### src/rtl/u7tr_pkg.sv
// ----------------------------------------------------------------------------
// u7tr_pkg: shared types and constants for the 7N1 serial transmitter/receiver
// Holds the item kinds, the input and result beat layouts and the defaults
// of the top-level parameters.
// ----------------------------------------------------------------------------
package u7tr_pkg;

  // Character width seen on the ports.
  localparam int unsigned CHAR_W = 7;

  // Parameter defaults.
  localparam int unsigned DATA_BITS_DEF  = 7;
  localparam int unsigned OVERSAMPLE_DEF = 16;

  typedef enum logic [1:0] {
    KIND_LOAD    = 2'd0,
    KIND_TX_TICK = 2'd1,
    KIND_RX_TICK = 2'd2
  } kind_e;

  typedef struct packed {
    kind_e             kind;
    logic [CHAR_W-1:0] tx_byte;
    logic              rx_line;
  } in_t;

  typedef struct packed {
    logic              tx_line;
    logic              rx_valid;
    logic [CHAR_W-1:0] rx_byte;
  } out_t;

  // Receiver result for one beat.
  typedef struct packed {
    logic              valid;
    logic [CHAR_W-1:0] rx_byte;
  } rx_res_t;

endpackage

### src/rtl/u7tr_tx.sv
// ----------------------------------------------------------------------------
// u7tr_tx: transmit frame sequencer
// Steps idle/start/data/stop on each transmit tick and reports the line
// level that results from the current beat.
// ----------------------------------------------------------------------------
module u7tr_tx
  import u7tr_pkg::*;
#(
  parameter int unsigned DATA_BITS = DATA_BITS_DEF
) (
  input  logic clk_i,
  input  logic rst_ni,
  input  logic step_i,
  input  in_t  item_i,
  output logic tx_line_o
);

  localparam int unsigned RemW = $clog2(DATA_BITS + 1);
  localparam int unsigned ExtW = (DATA_BITS > CHAR_W) ? DATA_BITS : CHAR_W;

  typedef enum logic [1:0] {
    TX_IDLE,
    TX_START,
    TX_DATA,
    TX_STOP
  } tx_phase_e;

  tx_phase_e            phase_q, phase_d;
  logic [DATA_BITS-1:0] shift_q, shift_d;
  logic [RemW-1:0]      rem_q, rem_d;
  logic                 level_q, level_d;
  logic [ExtW-1:0]      load_ext;

  assign load_ext = ExtW'(item_i.tx_byte);

  always_comb begin
    phase_d = phase_q;
    shift_d = shift_q;
    rem_d   = rem_q;
    level_d = level_q;
    case (item_i.kind)
      KIND_LOAD: begin
        // Restart the frame; the line holds until the next tick.
        shift_d = load_ext[DATA_BITS-1:0];
        rem_d   = RemW'(DATA_BITS);
        phase_d = TX_START;
      end
      KIND_TX_TICK: begin
        unique case (phase_q)
          TX_START: begin
            level_d = 1'b0;
            phase_d = TX_DATA;
          end
          TX_DATA: begin
            level_d = shift_q[0];
            shift_d = shift_q >> 1;
            if (rem_q <= RemW'(1)) begin
              rem_d   = '0;
              phase_d = TX_STOP;
            end else begin
              rem_d = rem_q - RemW'(1);
            end
          end
          default: begin
            level_d = 1'b1;
            phase_d = TX_IDLE;
          end
        endcase
      end
      default: ;
    endcase
  end

  always_ff @(posedge clk_i or negedge rst_ni) begin
    if (!rst_ni) begin
      phase_q <= TX_IDLE;
      shift_q <= '0;
      rem_q   <= '0;
      level_q <= 1'b1;
    end else if (step_i) begin
      phase_q <= phase_d;
      shift_q <= shift_d;
      rem_q   <= rem_d;
      level_q <= level_d;
    end
  end

  assign tx_line_o = level_d;

endmodule

### src/rtl/u7tr_rx.sv
// ----------------------------------------------------------------------------
// u7tr_rx: oversampled receive sequencer
// Finds a low line, waits to mid start bit, then takes one data bit every
// oversample period and flags the character on the beat that takes the last data bit.
// ----------------------------------------------------------------------------
module u7tr_rx
  import u7tr_pkg::*;
#(
  parameter int unsigned DATA_BITS  = DATA_BITS_DEF,
  parameter int unsigned OVERSAMPLE = OVERSAMPLE_DEF
) (
  input  logic    clk_i,
  input  logic    rst_ni,
  input  logic    step_i,
  input  in_t     item_i,
  output rx_res_t res_o
);

  localparam int unsigned WaitW = $clog2(OVERSAMPLE);
  localparam int unsigned CntW  = $clog2(DATA_BITS + 1);
  localparam int unsigned ExtW  = (DATA_BITS > CHAR_W) ? DATA_BITS : CHAR_W;
  localparam logic [WaitW-1:0] HALF_WAIT = WaitW'(OVERSAMPLE / 2 - 1);
  localparam logic [WaitW-1:0] FULL_WAIT = WaitW'(OVERSAMPLE - 1);

  typedef enum logic [1:0] {
    RX_EDGE,
    RX_START,
    RX_DATA,
    RX_STOP
  } rx_phase_e;

  rx_phase_e            phase_q, phase_d;
  logic [WaitW-1:0]     wait_q, wait_d;
  logic [CntW-1:0]      cnt_q, cnt_d;
  logic [DATA_BITS-1:0] shift_q, shift_d;
  logic                 done;
  logic [ExtW-1:0]      shift_ext;

  always_comb begin
    phase_d = phase_q;
    wait_d  = wait_q;
    cnt_d   = cnt_q;
    shift_d = shift_q;
    done    = 1'b0;
    if (item_i.kind == KIND_RX_TICK) begin
      if (wait_q != '0) begin
        wait_d = wait_q - WaitW'(1);
      end else begin
        unique case (phase_q)
          RX_EDGE: begin
            if (!item_i.rx_line) begin
              phase_d = RX_START;
              wait_d  = HALF_WAIT;
            end
          end
          RX_START: begin
            phase_d = RX_DATA;
            wait_d  = FULL_WAIT;
            cnt_d   = '0;
            shift_d = '0;
          end
          RX_DATA: begin
            // Drop the sample into the bit slot picked by the count.
            for (int i = 0; i < DATA_BITS; i++) begin
              if (cnt_q == CntW'(i)) begin
                shift_d[i] = shift_q[i] | item_i.rx_line;
              end
            end
            cnt_d  = cnt_q + CntW'(1);
            wait_d = FULL_WAIT;
            if (cnt_d >= CntW'(DATA_BITS)) begin
              phase_d = RX_STOP;
              done    = 1'b1;
            end
          end
          default: begin
            phase_d = RX_EDGE;
          end
        endcase
      end
    end
  end

  always_ff @(posedge clk_i or negedge rst_ni) begin
    if (!rst_ni) begin
      phase_q <= RX_EDGE;
      wait_q  <= '0;
      cnt_q   <= '0;
      shift_q <= '0;
    end else if (step_i) begin
      phase_q <= phase_d;
      wait_q  <= wait_d;
      cnt_q   <= cnt_d;
      shift_q <= shift_d;
    end
  end

  assign shift_ext     = ExtW'(shift_d);
  assign res_o.valid   = done;
  assign res_o.rx_byte = done ? shift_ext[CHAR_W-1:0] : '0;

endmodule

### src/rtl/uart_7n1_tx_rx.sv
// ----------------------------------------------------------------------------
// uart_7n1_tx_rx: 7N1 serial transmitter and 16x oversampled receiver
// Each input beat is a load, a transmit tick or a receive sample tick; each
// beat yields one result beat with the line level and any received character.
// ----------------------------------------------------------------------------
// Throughput: one beat per cycle while the skid register is free; the state
//   update of both sequencers is a single short combinational step between
//   state and result registers.
// A two-entry output stage (result register plus skid register) lets input
//   beats keep flowing while a result waits; input stalls only once the skid
//   register holds a beat.
// Reset: asynchronous, active low; both sequencers go idle, tx line high.
module uart_7n1_tx_rx
  import u7tr_pkg::*;
#(
  parameter int unsigned DATA_BITS  = DATA_BITS_DEF,
  parameter int unsigned OVERSAMPLE = OVERSAMPLE_DEF
) (
  input  logic clk_i,
  input  logic rst_ni,
  input  logic in_valid_i,
  output logic in_stall_o,
  input  in_t  in_data_i,
  output logic out_valid_o,
  input  logic out_stall_i,
  output out_t out_data_o
);

  logic    in_fire;
  logic    out_fire;
  logic    tx_line;
  rx_res_t rx_res;
  out_t    res_new;

  logic    main_valid_q, main_valid_d;
  logic    skid_valid_q, skid_valid_d;
  out_t    main_q, main_d;
  out_t    skid_q, skid_d;

  // Accept while the skid register is free; that flag is registered, so
  // stall never depends on this cycle's output handshake.
  assign in_stall_o = skid_valid_q;
  assign in_fire    = in_valid_i && !skid_valid_q;
  assign out_fire   = main_valid_q && !out_stall_i;

  u7tr_tx #(
    .DATA_BITS (DATA_BITS)
  ) u_tx (
    .clk_i     (clk_i),
    .rst_ni    (rst_ni),
    .step_i    (in_fire),
    .item_i    (in_data_i),
    .tx_line_o (tx_line)
  );

  u7tr_rx #(
    .DATA_BITS  (DATA_BITS),
    .OVERSAMPLE (OVERSAMPLE)
  ) u_rx (
    .clk_i  (clk_i),
    .rst_ni (rst_ni),
    .step_i (in_fire),
    .item_i (in_data_i),
    .res_o  (rx_res)
  );

  assign res_new.tx_line  = tx_line;
  assign res_new.rx_valid = rx_res.valid;
  assign res_new.rx_byte  = rx_res.rx_byte;

  // Output stage: refill the result register from the skid register first,
  // else from the new beat; park the new beat in skid while output stalls.
  always_comb begin
    main_valid_d = main_valid_q;
    skid_valid_d = skid_valid_q;
    main_d       = main_q;
    skid_d       = skid_q;
    if (out_fire || !main_valid_q) begin
      if (skid_valid_q) begin
        main_valid_d = 1'b1;
        main_d       = skid_q;
        skid_valid_d = 1'b0;
      end else begin
        main_valid_d = in_fire;
        main_d       = res_new;
      end
    end else if (in_fire) begin
      skid_valid_d = 1'b1;
      skid_d       = res_new;
    end
  end

  always_ff @(posedge clk_i or negedge rst_ni) begin
    if (!rst_ni) begin
      main_valid_q <= 1'b0;
      skid_valid_q <= 1'b0;
    end else begin
      main_valid_q <= main_valid_d;
      skid_valid_q <= skid_valid_d;
    end
  end

  // Payload registers carry no reset.
  always_ff @(posedge clk_i) begin
    main_q <= main_d;
    skid_q <= skid_d;
  end

  assign out_valid_o = main_valid_q;
  assign out_data_o  = main_q;

  // The skid register only fills behind a held result.
  a_skid_behind_main : assert property (@(posedge clk_i) disable iff (!rst_ni)
    skid_valid_q |-> main_valid_q)
    else $error("skid beat held with empty result register");

  // A beat accepted against a stalled result must land in the skid register.
  a_park_in_skid : assert property (@(posedge clk_i) disable iff (!rst_ni)
    (main_valid_q && out_stall_i && in_fire) |=> skid_valid_q)
    else $error("accepted beat lost behind stalled result");

  // Draining the result register moves the skid beat forward.
  a_skid_drains : assert property (@(posedge clk_i) disable iff (!rst_ni)
    (out_fire && skid_valid_q) |=> (main_valid_q && !skid_valid_q))
    else $error("skid beat not moved into result register");

  // Only a receive sample tick can complete a character.
  a_rx_only_on_sample : assert property (@(posedge clk_i) disable iff (!rst_ni)
    (in_fire && (in_data_i.kind != KIND_RX_TICK)) |-> !rx_res.valid)
    else $error("character completed on a non-sample beat");

endmodule

### config.mk
export PLATFORM = sky130hd
export DESIGN_NAME = uart_7n1_tx_rx
export DESIGN_NICKNAME = d
export VERILOG_FILES = /design/src/rtl/u7tr_pkg.sv /design/src/rtl/u7tr_tx.sv /design/src/rtl/u7tr_rx.sv /design/src/rtl/uart_7n1_tx_rx.sv
export SDC_FILE = /design/constraint.sdc
export NUM_CORES = 1
export LEC_CHECK = 0
export ABC_AREA = 1
export BUFFER_PORTS_ARGS = -buffer_cell sky130_fd_sc_hd__buf_2
export CORE_MARGIN = 2
export CORE_UTILIZATION = 40
export DETAILED_ROUTE_END_ITERATION = 10
export RECOVER_POWER = 100
export SYNTH_ARGS = -nofsm -noshare
export SYNTH_HDL_FRONTEND = slang
export SYNTH_SLANG_ARGS = --single-unit
### constraint.sdc
create_clock -name clk_i -period 4.7 [get_ports clk_i]
set_clock_uncertainty 0.2 [all_clocks]
set_input_delay 0.94 -clock clk_i [delete_from_list [all_inputs] [get_ports clk_i]]
set_output_delay 0.94 -clock clk_i [all_outputs]
set_load 0.1 [all_outputs]
==> results of run 1 <==
-- layer usage --
| layer | GRT usage (%) | up-vias |
|---|---|---|
| met4 | 4.11 | 0 |
| met5 | 0 | - |
| li1 | - | 1008 |
| met3 | 3.26 | 6 |
| met1 | 18.4 | 899 |
| met2 | 23.7 | 25 |
-- metrics by stage --
stage	std cells	cell area, µm²	utilization (%)	power, mW
floorplan	298	2570	-	0.877
CTS	400	2860	45.5	1.28
finish	400	2830	45.0	1.26
global route	400	2830	45.0	1.35
global placement	392	2740	43.6	0.948
detailed placement	392	2740	43.6	0.960
-- layout by cell type, fill, tap and decap left out, drive strengths merged, types with 3 or more instances in the layout --
master  instances
nand2          92
inv            36
nor2           31
dfrtp          30
nand3          27
o21ai          21
clkbuf         19
edfxtp         18
ha             15
buf            11
o21bai          8
o211ai          6
nand4           3
-- cell families after synthesis --
kind of cell,after synthesis
AOI/OAI and AO/OA,37
xor gates and xnor gates,1
adders and majority gates,15
buffers and inverters,43
DFF,49
and+or+nand+nor,153
-- state kept, by name, summed over array words and instances (netlist names) --
register,cells
skid_q,9
u_rx.wait_q,4
in_stall_o,1
out_valid_o,1
u_rx.cnt_q,3
u_rx.phase_q,2
u_rx.shift_q,7
u_tx.level_q,1
u_tx.shift_q,7
u_tx.phase_q,2
u_tx.rem_q,3
out_data_o,9
-- synth_stat cells, types with 3 or more instances --
cell type	count	area [µm²]
sky130_fd_sc_hd__nand3_1	27	135
sky130_fd_sc_hd__nor2_2	3	18.8
sky130_fd_sc_hd__inv_1	36	135
sky130_fd_sc_hd__dfrtp_1	30	751
sky130_fd_sc_hd__nor2_4	3	33.8
sky130_fd_sc_hd__o211ai_1	6	45.0
sky130_fd_sc_hd__o21ai_0	21	105
sky130_fd_sc_hd__nand4_1	3	18.8
sky130_fd_sc_hd__edfxtp_1	18	541
sky130_fd_sc_hd__nor2_1	25	93.8
sky130_fd_sc_hd__buf_2	3	15.0
sky130_fd_sc_hd__ha_1	15	188
sky130_fd_sc_hd__o21bai_1	8	60.1
sky130_fd_sc_hd__nand2_1	90	338
-- final cells by class --
cell class / count / area [µm²] / share of cell area [%]
inverter: 36 / 135 / 4.78
tap: 77 / 96.3 / 3.41
sequential: 49 / 1320 / 46.6
clock inverter: 2 / 37.5 / 1.33
clock buffer: 6 / 82.6 / 2.92
multi-input combinational: 206 / 1050 / 37.3
timing repair buffer: 24 / 104 / 3.67
-- final timing paths --
| check | start | endpoint | slack, ns |
|---|---|---|---|
| worst max register to register | u_rx.phase_q[1] | out_data_o[1] | 2.19 |
| worst min register to register | u_tx.rem_q[2] | u_tx.rem_q[2] | 0.27 |
| min in group asynchronous | rst_ni | u_rx.wait_q[1] | 0.88 |
| worst min-delay path | u_tx.rem_q[2] | u_tx.rem_q[2] | 0.27 |
| max in group asynchronous | rst_ni | u_tx.phase_q[1] | 2.42 |
| worst max-delay path | in_stall_o | in_stall_o | 1.67 |
-- power groups by stage --
stage	Combinational [mW]	Clock (mW)	Sequential, mW
global route	0.433	0.344	0.576
CTS	0.388	0.327	0.566
floorplan	0.250	0	0.627
finish	0.376	0.315	0.566
detailed placement	0.385	0	0.575
global placement	0.374	0	0.573
==> Flow_metrics.wiki, run 1 <==
{| class="wikitable"
! Metric !! Value
|-
| Maximum number of pins on one net before global-route repair || 32
|-
| Prevailing post-synth register cell || sky130_fd_sc_hd__dfrtp_1
|-
| Met3 wirelength from detailed routing || around 170 µm
|-
| TritonCTS clock tree || yes
|-
| Horizontal die dimension || 84.1 µm
|-
| Fraction of the mapped netlist area in adder cells || between 7 and 8%
|-
| Highest signal layer in the routed design || met4
|-
| Critical path class || register to output pin
|-
| Achievable frequency || 330 MHz
|-
| Part of the total power dissipated in the clock network || 25.1%
|-
| Crit end category || output pin
|-
| Initial antenna violation count || 0
|-
| Switching Share || about 36%
|-
| Combinational group share of total power || 29.9%
|-
| Hold path depth || 2
|-
| Buffers inserted by post-CTS timing repair || 0
|-
| Result of the run || finished with violations
|-
| Routed wire length || 4710 µm
|-
| Compound-gate portion of the synthesized area || 8.63%
|-
| Remaining max-slew budget at the tightest pin || -15.1%
|-
| Number of warning messages in the yosys log || 0
|-
| Sequential share of power || 45.0%
|-
| Worst EP arrival || ~1.9 ns
|-
| Standard cell with the maximum stage delay on the critical path || sky130_fd_sc_hd__clkbuf_1
|-
| Max Root-Sink Buffers || 2
|-
| Sw Pwr || 451 µW
|-
| CP Max Fanout || 15
|-
| Syn Inst Count || 298
|-
| Average wire per standard cell || 11.8 µm
|-
| Count of different cell masters after synthesis || 21
|-
| Setup total negative slack || 0 ns
|-
| Floorplan Core Area || ~6300 µm²
|-
| Number of synthesized flops with an enable pin || 18
|-
| DR vias || slightly below 2000
|-
| Hold WC Path Type || register to register
|-
| Shortest period the worst path allows || a little over 3 ns
|-
| Via count of the first global-routing pass || 1888
|-
| Dpl hpwl || 3400 µm
|-
| Clock root buffer || sky130_fd_sc_hd__clkbuf_8
|-
| Violations in the final reports || capacitance limit, slew limit
|-
| Slowest stage delay, CP || 0.91 ns
|-
| Htree depth || 2
|-
| Initial Utilization || 40.9%
|-
| Actual slew at the worst max-slew pin || 1.73 ns
|-
| Number of DRC markers after the initial detailed-route iteration || 89
|-
| Seq/Total Area, Yosys || approximately half
|-
| Num ports || 25
|-
| Global route total overflow || 0
|-
| Number of iterations in the first detailed-routing pass || 4
|-
| Number of nets in the synthesized netlist || approximately 330
|-
| DRC violations left || 0
|-
| WL met1 || ~2300 µm
|-
| Routed length on met2 || 2200 µm
|-
| # rows || 29
|-
| Multiplexer fraction of the synthesized cell area || 0%
|-
| Xor-xnor portion of the synthesized cell area || 0.341%
|-
| Depth of the most critical reg-to-reg path || 7
|-
| Vias per std cell || 4.85
|-
| Clock transition at the register clock pins on the worst setup and hold paths after CTS || 0.09 ns
|-
| Main combinational cell family by area after synthesis || simple AND/OR/NAND/NOR gates
|-
| Number of antenna diodes || 0
|-
| TritonCTS Buffers || 5
|-
| Layout area overhead || 10.1%
|-
| Final cycle utilization of the critical path || 64.4%
|-
| RSZ-0062 raised after global routing || no
|-
| Total routing resource utilization after global routing || between 10 and 15%
|-
| Post-layout net count || roughly 350
|-
| Data required, critical path || approximately 3.6 ns
|-
| Number of pins with negative max-slew slack in the final report || 32
|-
| Final RePlAce weighted congestion || 0.762
|-
| CP bufs+invs || 1
|-
| Worst Setup Slack post-DPL || roughly 1.8 ns
|-
| Post-route antenna net violation count || 0
|-
| Power per cell area || around 440 nW/µm²
|-
| Port bufs || 24
|-
| Number of synthesized register bits || a little under 50
|-
| Hold bufs inserted after CTS || 0
|-
| Cell-internal power || 805 µW
|-
| Share of post-route cells with drive strength above 1 || under 10%
|-
| Avg Inst Size Synth || around 8.6 µm²
|-
| Clock sink count || 49
|-
| Worst Hold Slack || 0.274 ns
|-
| Final setup violating endpoints || 0
|-
| Mapped cell area || 2570 µm²
|-
| Synthesized-area fraction occupied by and/or/nand/nor cells || 25.4%
|-
| Maximum vdd ir drop || 0.183 mV
|-
| Chip height || 84.1 µm
|-
| Path length in cells of the critical path || 1
|-
| Number of instances resized during post-cts repair || 0
|-
| FFs w/ async S/R, synth || a little over three fifths
|-
| Static leakage || 1.32 nW
|-
| Wire length of the first global-routing pass || 8310 µm
|-
| Top delay family on crit path || buffers and inverters
|-
| Number of fillers in the final layout || 627
|-
| Floorplan die area || 7070 µm²
|-
| Crit path cell chain || clkbuf_1
|-
| Critical Path Source Type || register
|-
| Hold Violations, Final || 0
|-
| Setup slack after layout || 1.67 ns
|-
| Clock latency reported for the late side of the worst-skew pair || 0.30 ns
|-
| Max capacitance violation total || 1
|}
No activity file was read; power rests on OpenSTA's default activity.
==> inputs of run 2 (changes only) <==
==> constraint.sdc (replaced) <==
create_clock -name clk_i -period 2.6 [get_ports clk_i]
set_clock_uncertainty 0.2 [all_clocks]
set_input_delay 0.52 -clock clk_i [delete_from_list [all_inputs] [get_ports clk_i]]
set_output_delay 0.52 -clock clk_i [all_outputs]
set_load 0.1 [all_outputs]
==> run 2 against run 1 <==
Against the previous run:
- the run still ends with capacitance limit, slew limit left
- largest cell class unchanged
- non-clock buffer count rose by 6
- register-to-register slack got worse by 1.7 ns
- clock power rose by 110%
- routed wire length fell by 0.42%
- global-route usage rose by 0.39 points
- critical path type unchanged
- worst hold slack got worse by 0.062 ns
- largest power group unchanged
- core utilization rose by 0.88 points
- sequential power rose by 80%
==> Flow_metrics.wiki, run 2 (same netlist as run 1, synthesis figures left out) <==
{| class="wikitable"
! Metric !! Value
|-
| Top delay family on crit path || buffers and inverters
|-
| TritonCTS Buffers || 5
|-
| Number of antenna diodes || 0
|-
| Buffers inserted by post-CTS timing repair || 0
|-
| DR vias || 1932
|-
| Critical Path Source Type || register
|-
| Clock transition at the register clock pins on the worst setup and hold paths after CTS || 0.09 ns
|-
| Instance area at placement || 2780 µm²
|-
| Crit end category || output pin
|-
| Share of post-route cells with drive strength above 1 || 8.81%
|-
| Switching Share || about a third
|-
| Layout area overhead || 12.3%
|-
| Maximum number of pins on one net before global-route repair || 32
|-
| Final RePlAce weighted congestion || 0.770
|-
| Initial Utilization || between 40% and 50%
|-
| Routed wire length || 4690 µm
|-
| Clock root buffer || sky130_fd_sc_hd__clkbuf_8
|-
| Violations in the final reports || capacitance limit, slew limit
|-
| Sw Pwr || 825 µW
|-
| Average wire per standard cell || 11.5 µm
|-
| Shortest period the worst path allows || 2.24 ns
|-
| Result of the run || finished with violations
|-
| Sequential cell area || 1320 µm²
|-
| Hold Violations, Final || 0
|-
| Part of the total power dissipated in the clock network || 28.0%
|-
| Most common cell after layout, fill and taps aside || sky130_fd_sc_hd__nand2_1
|-
| Hold WC Path Type || primary input to register
|-
| Dpl hpwl || roughly 3400 µm
|-
| Power per cell area || 819 nW/µm²
|-
| Total routing resource utilization after global routing || 14.6%
|-
| Chip height || approximately 84 µm
|-
| Number of DRC markers after the initial detailed-route iteration || 120
|-
| Commonest cells after routing, fill and taps aside || 92 x sky130_fd_sc_hd__nand2_1, 36 x sky130_fd_sc_hd__inv_1, 30 x sky130_fd_sc_hd__dfrtp_1
|-
| Num ports || 25
|-
| Max capacitance violation total || 1
|-
| Floorplan Core Area || 6280 µm²
|-
| Global route total overflow || 0
|-
| DRC violations left || 0
|-
| Post-route antenna net violation count || 0
|-
| Wire length of the first global-routing pass || 8450 µm
|-
| Final standard cell utilization of the core || a little under half
|-
| Vias per std cell || 4.76
|-
| TritonCTS clock tree || yes
|-
| CP Max Fanout || 2
|-
| Clock latency reported for the late side of the worst-skew pair || 0.31 ns
|-
| Setup total negative slack || 0 ns
|-
| RSZ-0062 raised after global routing || no
|-
| Hold bufs inserted after CTS || 0
|-
| Standard cell with the maximum stage delay on the critical path || sky130_fd_sc_hd__clkbuf_1
|-
| # rows || 29
|-
| Max Root-Sink Buffers || 2
|-
| Sequential share of power || between 40% and 50%
|-
| Number of pins with negative max-slew slack in the final report || 32
|-
| Port bufs || 24
|-
| Achievable frequency || 446 MHz
|-
| Data required, critical path || roughly 1.9 ns
|-
| Number of iterations in the first detailed-routing pass || 4
|-
| Htree depth || 2
|-
| Combinational group share of total power || 28.8%
|-
| Floorplan die area || 7070 µm²
|-
| Via count of the first global-routing pass || 1917
|-
| Critical path class || register to output pin
|-
| Horizontal die dimension || 84.1 µm
|-
| Total non-filler cell area in the finished layout || 2880 µm²
|-
| Static leakage || 1.35 nW
|-
| Cell-internal power || 1.53 mW
|-
| Number of instances resized during post-cts repair || 0
|-
| Slowest stage delay, CP || 0.86 ns
|-
| Maximum vdd ir drop || 0.375 mV
|-
| Final cycle utilization of the critical path || 86.3%
|-
| Actual slew at the worst max-slew pin || 1.74 ns
|-
| Number of fillers in the final layout || 641
|-
| Multi-input gate area || ~1100 µm²
|-
| Worst EP arrival || 1.52 ns
|-
| Crit path cell chain || clkbuf_1
|-
| CP bufs+invs || 1
|-
| Final setup violating endpoints || 0
|-
| Clock sink count || slightly below 50
|-
| Post-layout net count || 357
|-
| Remaining max-slew budget at the tightest pin || -16.3%
|-
| Initial antenna violation count || 0
|}
[run 2: cell count changes in the layout (fill, tap and decap cells not counted)]
| cell | before | now |
|---|---|---|
| sky130_fd_sc_hd__buf_4 | 0 | 4 |
| sky130_fd_sc_hd__buf_2 | 11 | 12 |
| sky130_fd_sc_hd__bufinv_16 | 1 | 2 |
| sky130_fd_sc_hd__clkbuf_2 | 0 | 1 |
| sky130_fd_sc_hd__clkbuf_8 | 6 | 5 |
| sky130_fd_sc_hd__clkinvlp_4 | 1 | 0 |
| sky130_fd_sc_hd__inv_6 | 0 | 1 |
| sky130_fd_sc_hd__nand2_1 | 91 | 92 |
| sky130_fd_sc_hd__nand2_2 | 1 | 0 |
[run 2: final timing paths]
check	endpoint	depth (start not counted)	from	slack, ns
setup / recovery	out_valid_o	1	out_valid_o	0.36
hold / removal	out_valid_o	3	in_valid_i	0.21
setup reg to reg	out_data_o[1]	9	u_rx.cnt_q[0]	0.48
hold reg to reg	u_rx.shift_q[3]	2	u_rx.shift_q[3]	0.29
max in group asynchronous	u_rx.shift_q[2]	1	rst_ni	0.73
min in group asynchronous	u_rx.wait_q[1]	1	rst_ni	0.46
[run 2: final cells by class]
cell class	instances	share of cell area (%)
multi-input combinational	206	36.5
inverter	36	4.69
timing repair buffer	30	4.99
clock inverter	3	2.39
clock buffer	5	2.39
sequential	49	45.7
tap	77	3.34
[run 2: power by group through the flow]
stage                     clock network, mW  logic [mW]  registers, mW
after global placement                    0       0.698           1.03
after detailed placement                  0       0.706           1.03
after CTS                             0.676       0.709           1.02
after floorplan                           0       0.452           1.13
after global routing                  0.709       0.799           1.04
final                                 0.660       0.680           1.02
[run 2: routing by layer]
| layer | wire length [µm] | vias to the layer above | global-route usage (%) |
|---|---|---|---|
| li1 | - | 1019 | - |
| met1 | 2270 | 884 | 17.8 |
| met2 | 2230 | 23 | 25.9 |
| met3 | 138 | 6 | 2.27 |
| met4 | 53 | 0 | 5.28 |
| met5 | 0 | - | 0 |
[run 2: through the flow]
step	power, mW	setup slack [ns]	instances	hold slack (ns)
after floorplan	1.59	0.156	298	0.0244
after global placement	1.73	0.647	398	0.257
after detailed placement	1.74	0.599	398	0.261
after CTS	2.41	0.561	406	0.0880
after global routing	2.55	0.249	406	0.221
final	2.36	0.357	406	0.212
==> inputs of run 3 (changes only) <==
--- a/config.mk
+++ b/config.mk
@@ -13,4 +13,5 @@
 export RECOVER_POWER = 100
 export SYNTH_ARGS = -nofsm -noshare
 export SYNTH_HDL_FRONTEND = slang
+export SYNTH_HIERARCHICAL = 1
 export SYNTH_SLANG_ARGS = --single-unit
==> run 3 against run 2 <==
Against the previous run:
- the run still ends with capacitance limit, slew limit left
- critical path depth unchanged
- fmax increased by 0.61%
- register-to-register slack got worse by 0.05 ns
- cell count increased by 0.49%
- design area increased by 0.83%
- non-clock buffer count decreased by 4
- power decreased by 15%
- critical path type unchanged
- critical endpoint unchanged
- largest cell class unchanged
- largest power group unchanged
==> Flow_metrics.wiki, run 3 <==
{| class="wikitable"
! Metric !! Value
|-
| Shortest period the worst path allows || 2.23 ns
|-
| Commonest cells after routing, fill and taps aside || 99 x sky130_fd_sc_hd__nand2_1, 32 x sky130_fd_sc_hd__inv_1, 30 x sky130_fd_sc_hd__dfrtp_1
|-
| Cell-internal power || 1.27 mW
|-
| Global route total overflow || 0
|-
| Top delay family on crit path || buffers and inverters
|-
| Leading post-synthesis cells by cell area || sky130_fd_sc_hd__dfrtp_1 28%, sky130_fd_sc_hd__edfxtp_1 20%, sky130_fd_sc_hd__nand2_1 13%
|-
| DRC violations left || 0
|-
| Worst EP arrival || 1.51 ns
|-
| Part of the total power dissipated in the clock network || a little over a fifth
|-
| Sequential cell area || 1320 µm²
|-
| Crit path cell chain || clkbuf_1
|-
| Startpoint of the tightest hold check path || in_valid_i
|-
| Avg Inst Size Synth || 9.04 µm²
|-
| Actual slew at the worst max-slew pin || 1.70 ns
|-
| CP Max Fanout || 2
|-
| Number of warning messages in the yosys log || 6
|-
| Portion of synthesized cell area occupied by the leading cell type || approximately 28%
|-
| Critical path class || register to output pin
|-
| # rows || 30
|-
| Depth of the most critical reg-to-reg path || 8
|-
| Total routing resource utilization after global routing || 13.4%
|-
| Standard cell with the maximum stage delay on the critical path || sky130_fd_sc_hd__clkbuf_1
|-
| Hold WC Path Type || primary input to register
|-
| Worst Setup SP || out_valid_o
|-
| Worst R2R Setup Slack || ~0.43 ns
|-
| Number of instances resized during post-cts repair || 0
|-
| Chip height || approximately 86 µm
|-
| Path length in cells of the critical path || 1
|-
| Max capacitance violation total || 1
|-
| Number of iterations in the first detailed-routing pass || 4
|-
| Buffers inserted by post-CTS timing repair || 0
|-
| Crit end category || output pin
|-
| Dpl hpwl || 3360 µm
|-
| Num ports || 25
|-
| Clock sink count || 49
|-
| Slowest stage delay, CP || 0.86 ns
|-
| Static leakage || between 1 and 1.5 nW
|-
| Mapped cell area || around 2700 µm²
|-
| CP bufs+invs || 1
|-
| Result of the run || finished with violations
|-
| Prevailing post-synth register cell || sky130_fd_sc_hd__dfrtp_1
|-
| Post-layout net count || 356
|-
| Seq/Total Area, Yosys || 48.6%
|-
| Syn Inst Count || 300
|-
| Post-route antenna net violation count || 0
|-
| Achievable frequency || 448 MHz
|-
| FFs w/ async S/R, synth || 63.3%
|-
| Combinational group share of total power || 30.1%
|-
| Critical Path Source Type || register
|-
| Horizontal die dimension || 86.3 µm
|-
| Number of DRC markers after the initial detailed-route iteration || 99
|-
| Sequential share of power || 48.6%
|-
| Number of antenna diodes || 0
|-
| Most used standard cell by instance count after synthesis || sky130_fd_sc_hd__nand2_1
|-
| Number of fillers in the final layout || 676
|-
| Initial Utilization || about two fifths
|-
| Number of synthesized register bits || slightly below 50
|-
| Number of nets in the synthesized netlist || roughly 330
|-
| Leading post-synthesis cells by instance count || 97 x sky130_fd_sc_hd__nand2_1, 30 x sky130_fd_sc_hd__dfrtp_1, 30 x sky130_fd_sc_hd__inv_1
|-
| Most common cell after layout, fill and taps aside || sky130_fd_sc_hd__nand2_1
|-
| Maximum vdd ir drop || between 0.2 and 0.25 mV
|-
| Final cycle utilization of the critical path || 85.8%
|-
| DR vias || 1910
|-
| Htree depth || 2
|-
| Average wire per standard cell || approximately 11 µm
|-
| Post-route insts no fill || just over 400
|-
| Switching Share || about 37%
|-
| R2r startpoint || in_stall_o
|-
| Layout area overhead || 7.15%
|-
| RSZ-0062 raised after global routing || no
|-
| Maximum number of pins on one net before global-route repair || 32
|-
| Via count of the first global-routing pass || 1795
|-
| Final RePlAce weighted congestion || 0.791
|-
| Floorplan Core Area || between 6000 and 7000 µm²
|-
| Port bufs || 24
|-
| Wire length of the first global-routing pass || between 8000 and 9000 µm
|-
| Data required, critical path || 1.88 ns
|-
| Hold Violations, Final || 0
|-
| Number of placed instances, taps included || 400
|-
| Final setup violating endpoints || 0
|-
| Vias per std cell || 4.68
|-
| Routed wire length || 4480 µm
|-
| Final standard cell utilization of the core || between 40% and 50%
|-
| Hold bufs inserted after CTS || 0
|-
| Power per cell area || 690 nW/µm²
|-
| Initial antenna violation count || 0
|-
| Violations in the final reports || capacitance limit, slew limit
|-
| Count of different cell masters after synthesis || 34
|-
| Largest area contributor in the netlist || sky130_fd_sc_hd__dfrtp_1
|-
| Multi-input gate area || 1150 µm²
|-
| Sw Pwr || 736 µW
|-
| Remaining max-slew budget at the tightest pin || -13.0%
|-
| Number of pins with negative max-slew slack in the final report || 32
|-
| Number of synthesized flops with an enable pin || 18
|-
| Floorplan die area || 7450 µm²
|-
| Clock transition at the register clock pins on the worst setup and hold paths after CTS || ~0.09 ns
|-
| Clock root buffer || sky130_fd_sc_hd__clkbuf_8
|-
| TritonCTS Buffers || 5
|-
| Terminus of the critical flop-to-flop path || u_rx/cnt_q[2]
|-
| Critical path endpoint || out_valid_o
|-
| Setup total negative slack || 0 ns
|-
| Max Root-Sink Buffers || 2
|-
| Clock latency reported for the late side of the worst-skew pair || 0.30 ns
|-
| Share of post-route cells with drive strength above 1 || 14.0%
|-
| TritonCTS clock tree || yes
|}
-- run 3: cell types whose count changed in the layout (fill, tap and decap cells not counted), sizes merged, moves of 2 or more --
| cell | previous run | this run |
|---|---|---|
| nor2 | 31 | 23 |
| o21ai | 21 | 25 |
| o211ai | 6 | 1 |
| nor3 | 0 | 2 |
| buf | 16 | 13 |
| nand2 | 92 | 105 |
| nand3 | 27 | 20 |
| bufinv | 2 | 0 |
-- run 3: layer usage --
layer / track usage [%] / part of all wire [%] / vias to the layer above
li1: - / - / 1016
met1: 17.5 / 49 / 858
met2: 21.7 / 46 / 29
met3: 3.24 / 3.1 / 7
met4: 4.97 / 1.8 / 0
met5: 0 / 0 / -
-- run 3: layout make-up --
class	count	share of cell area [%]
timing repair buffer	26	4.05
sequential	49	45.3
clock inverter	1	0.172
inverter	36	4.74
tap	80	3.45
multi-input combinational	209	39.6
clock buffer	7	2.63
-- run 3: how the worst min path moves through the flow --
| stage | slack [ns] | cells past startpoint | end |
|---|---|---|---|
| 6_report | 0.24 | 3 | out_valid_o |
| 5_1_grt | 0.24 | 3 | out_valid_o |
| 4_1_cts | 0.09 | 1 | out_valid_o |
| 3_5_place_dp | 0.26 | 2 | u_rx/shift_q[5] |
| 3_3_place_gp | 0.26 | 2 | u_rx/shift_q[5] |
| 2_1_floorplan | 0.02 | 0 | in_stall_o |
-- run 3: kinds of logic (layout without fill, tap and decap cells) --
kind of cell / Yosys count / count (layout) / synth area share (%)
adder cells (fa/ha/maj): 15 / 15 / 6.92
buffers and inverters: 42 / 70 / 7.66
AND/OR/NAND/NOR: 155 / 155 / 27.1
flip-flops: 49 / 49 / 48.6
XOR/XNOR: 1 / 1 / 0.323
AO/OA/AOI/OAI: 38 / 38 / 9.37
-- run 3: worst min-delay path, stage by stage --
cell	delay [ns]
sky130_fd_sc_hd__buf_2	0.11
sky130_fd_sc_hd__nor2_4	0.04
sky130_fd_sc_hd__nand2_1	0.04
-- run 3: power groups by stage --
stage                     Combinational [mW]  Sequential [mW]  Clock [mW]
after floorplan                        0.421             1.09           0
after global routing                   0.680            0.990       0.480
after global placement                 0.627            0.991           0
after CTS                              0.640            0.976       0.457
final                                  0.603            0.976       0.428
after detailed placement               0.638            0.992           0
-- run 3: stage by stage --
stage               cell area (µm²)  setup slack (ns)  total power, mW  hold WS (ns)
global placement               2880             0.545             1.62         0.262
global route                   2910             0.161             2.15         0.239
floorplan                      2710             0.112             1.51        0.0244
finish                         2910             0.370             2.01         0.242
detailed placement             2880             0.493             1.63         0.263
CTS                            2960             0.416             2.07        0.0944
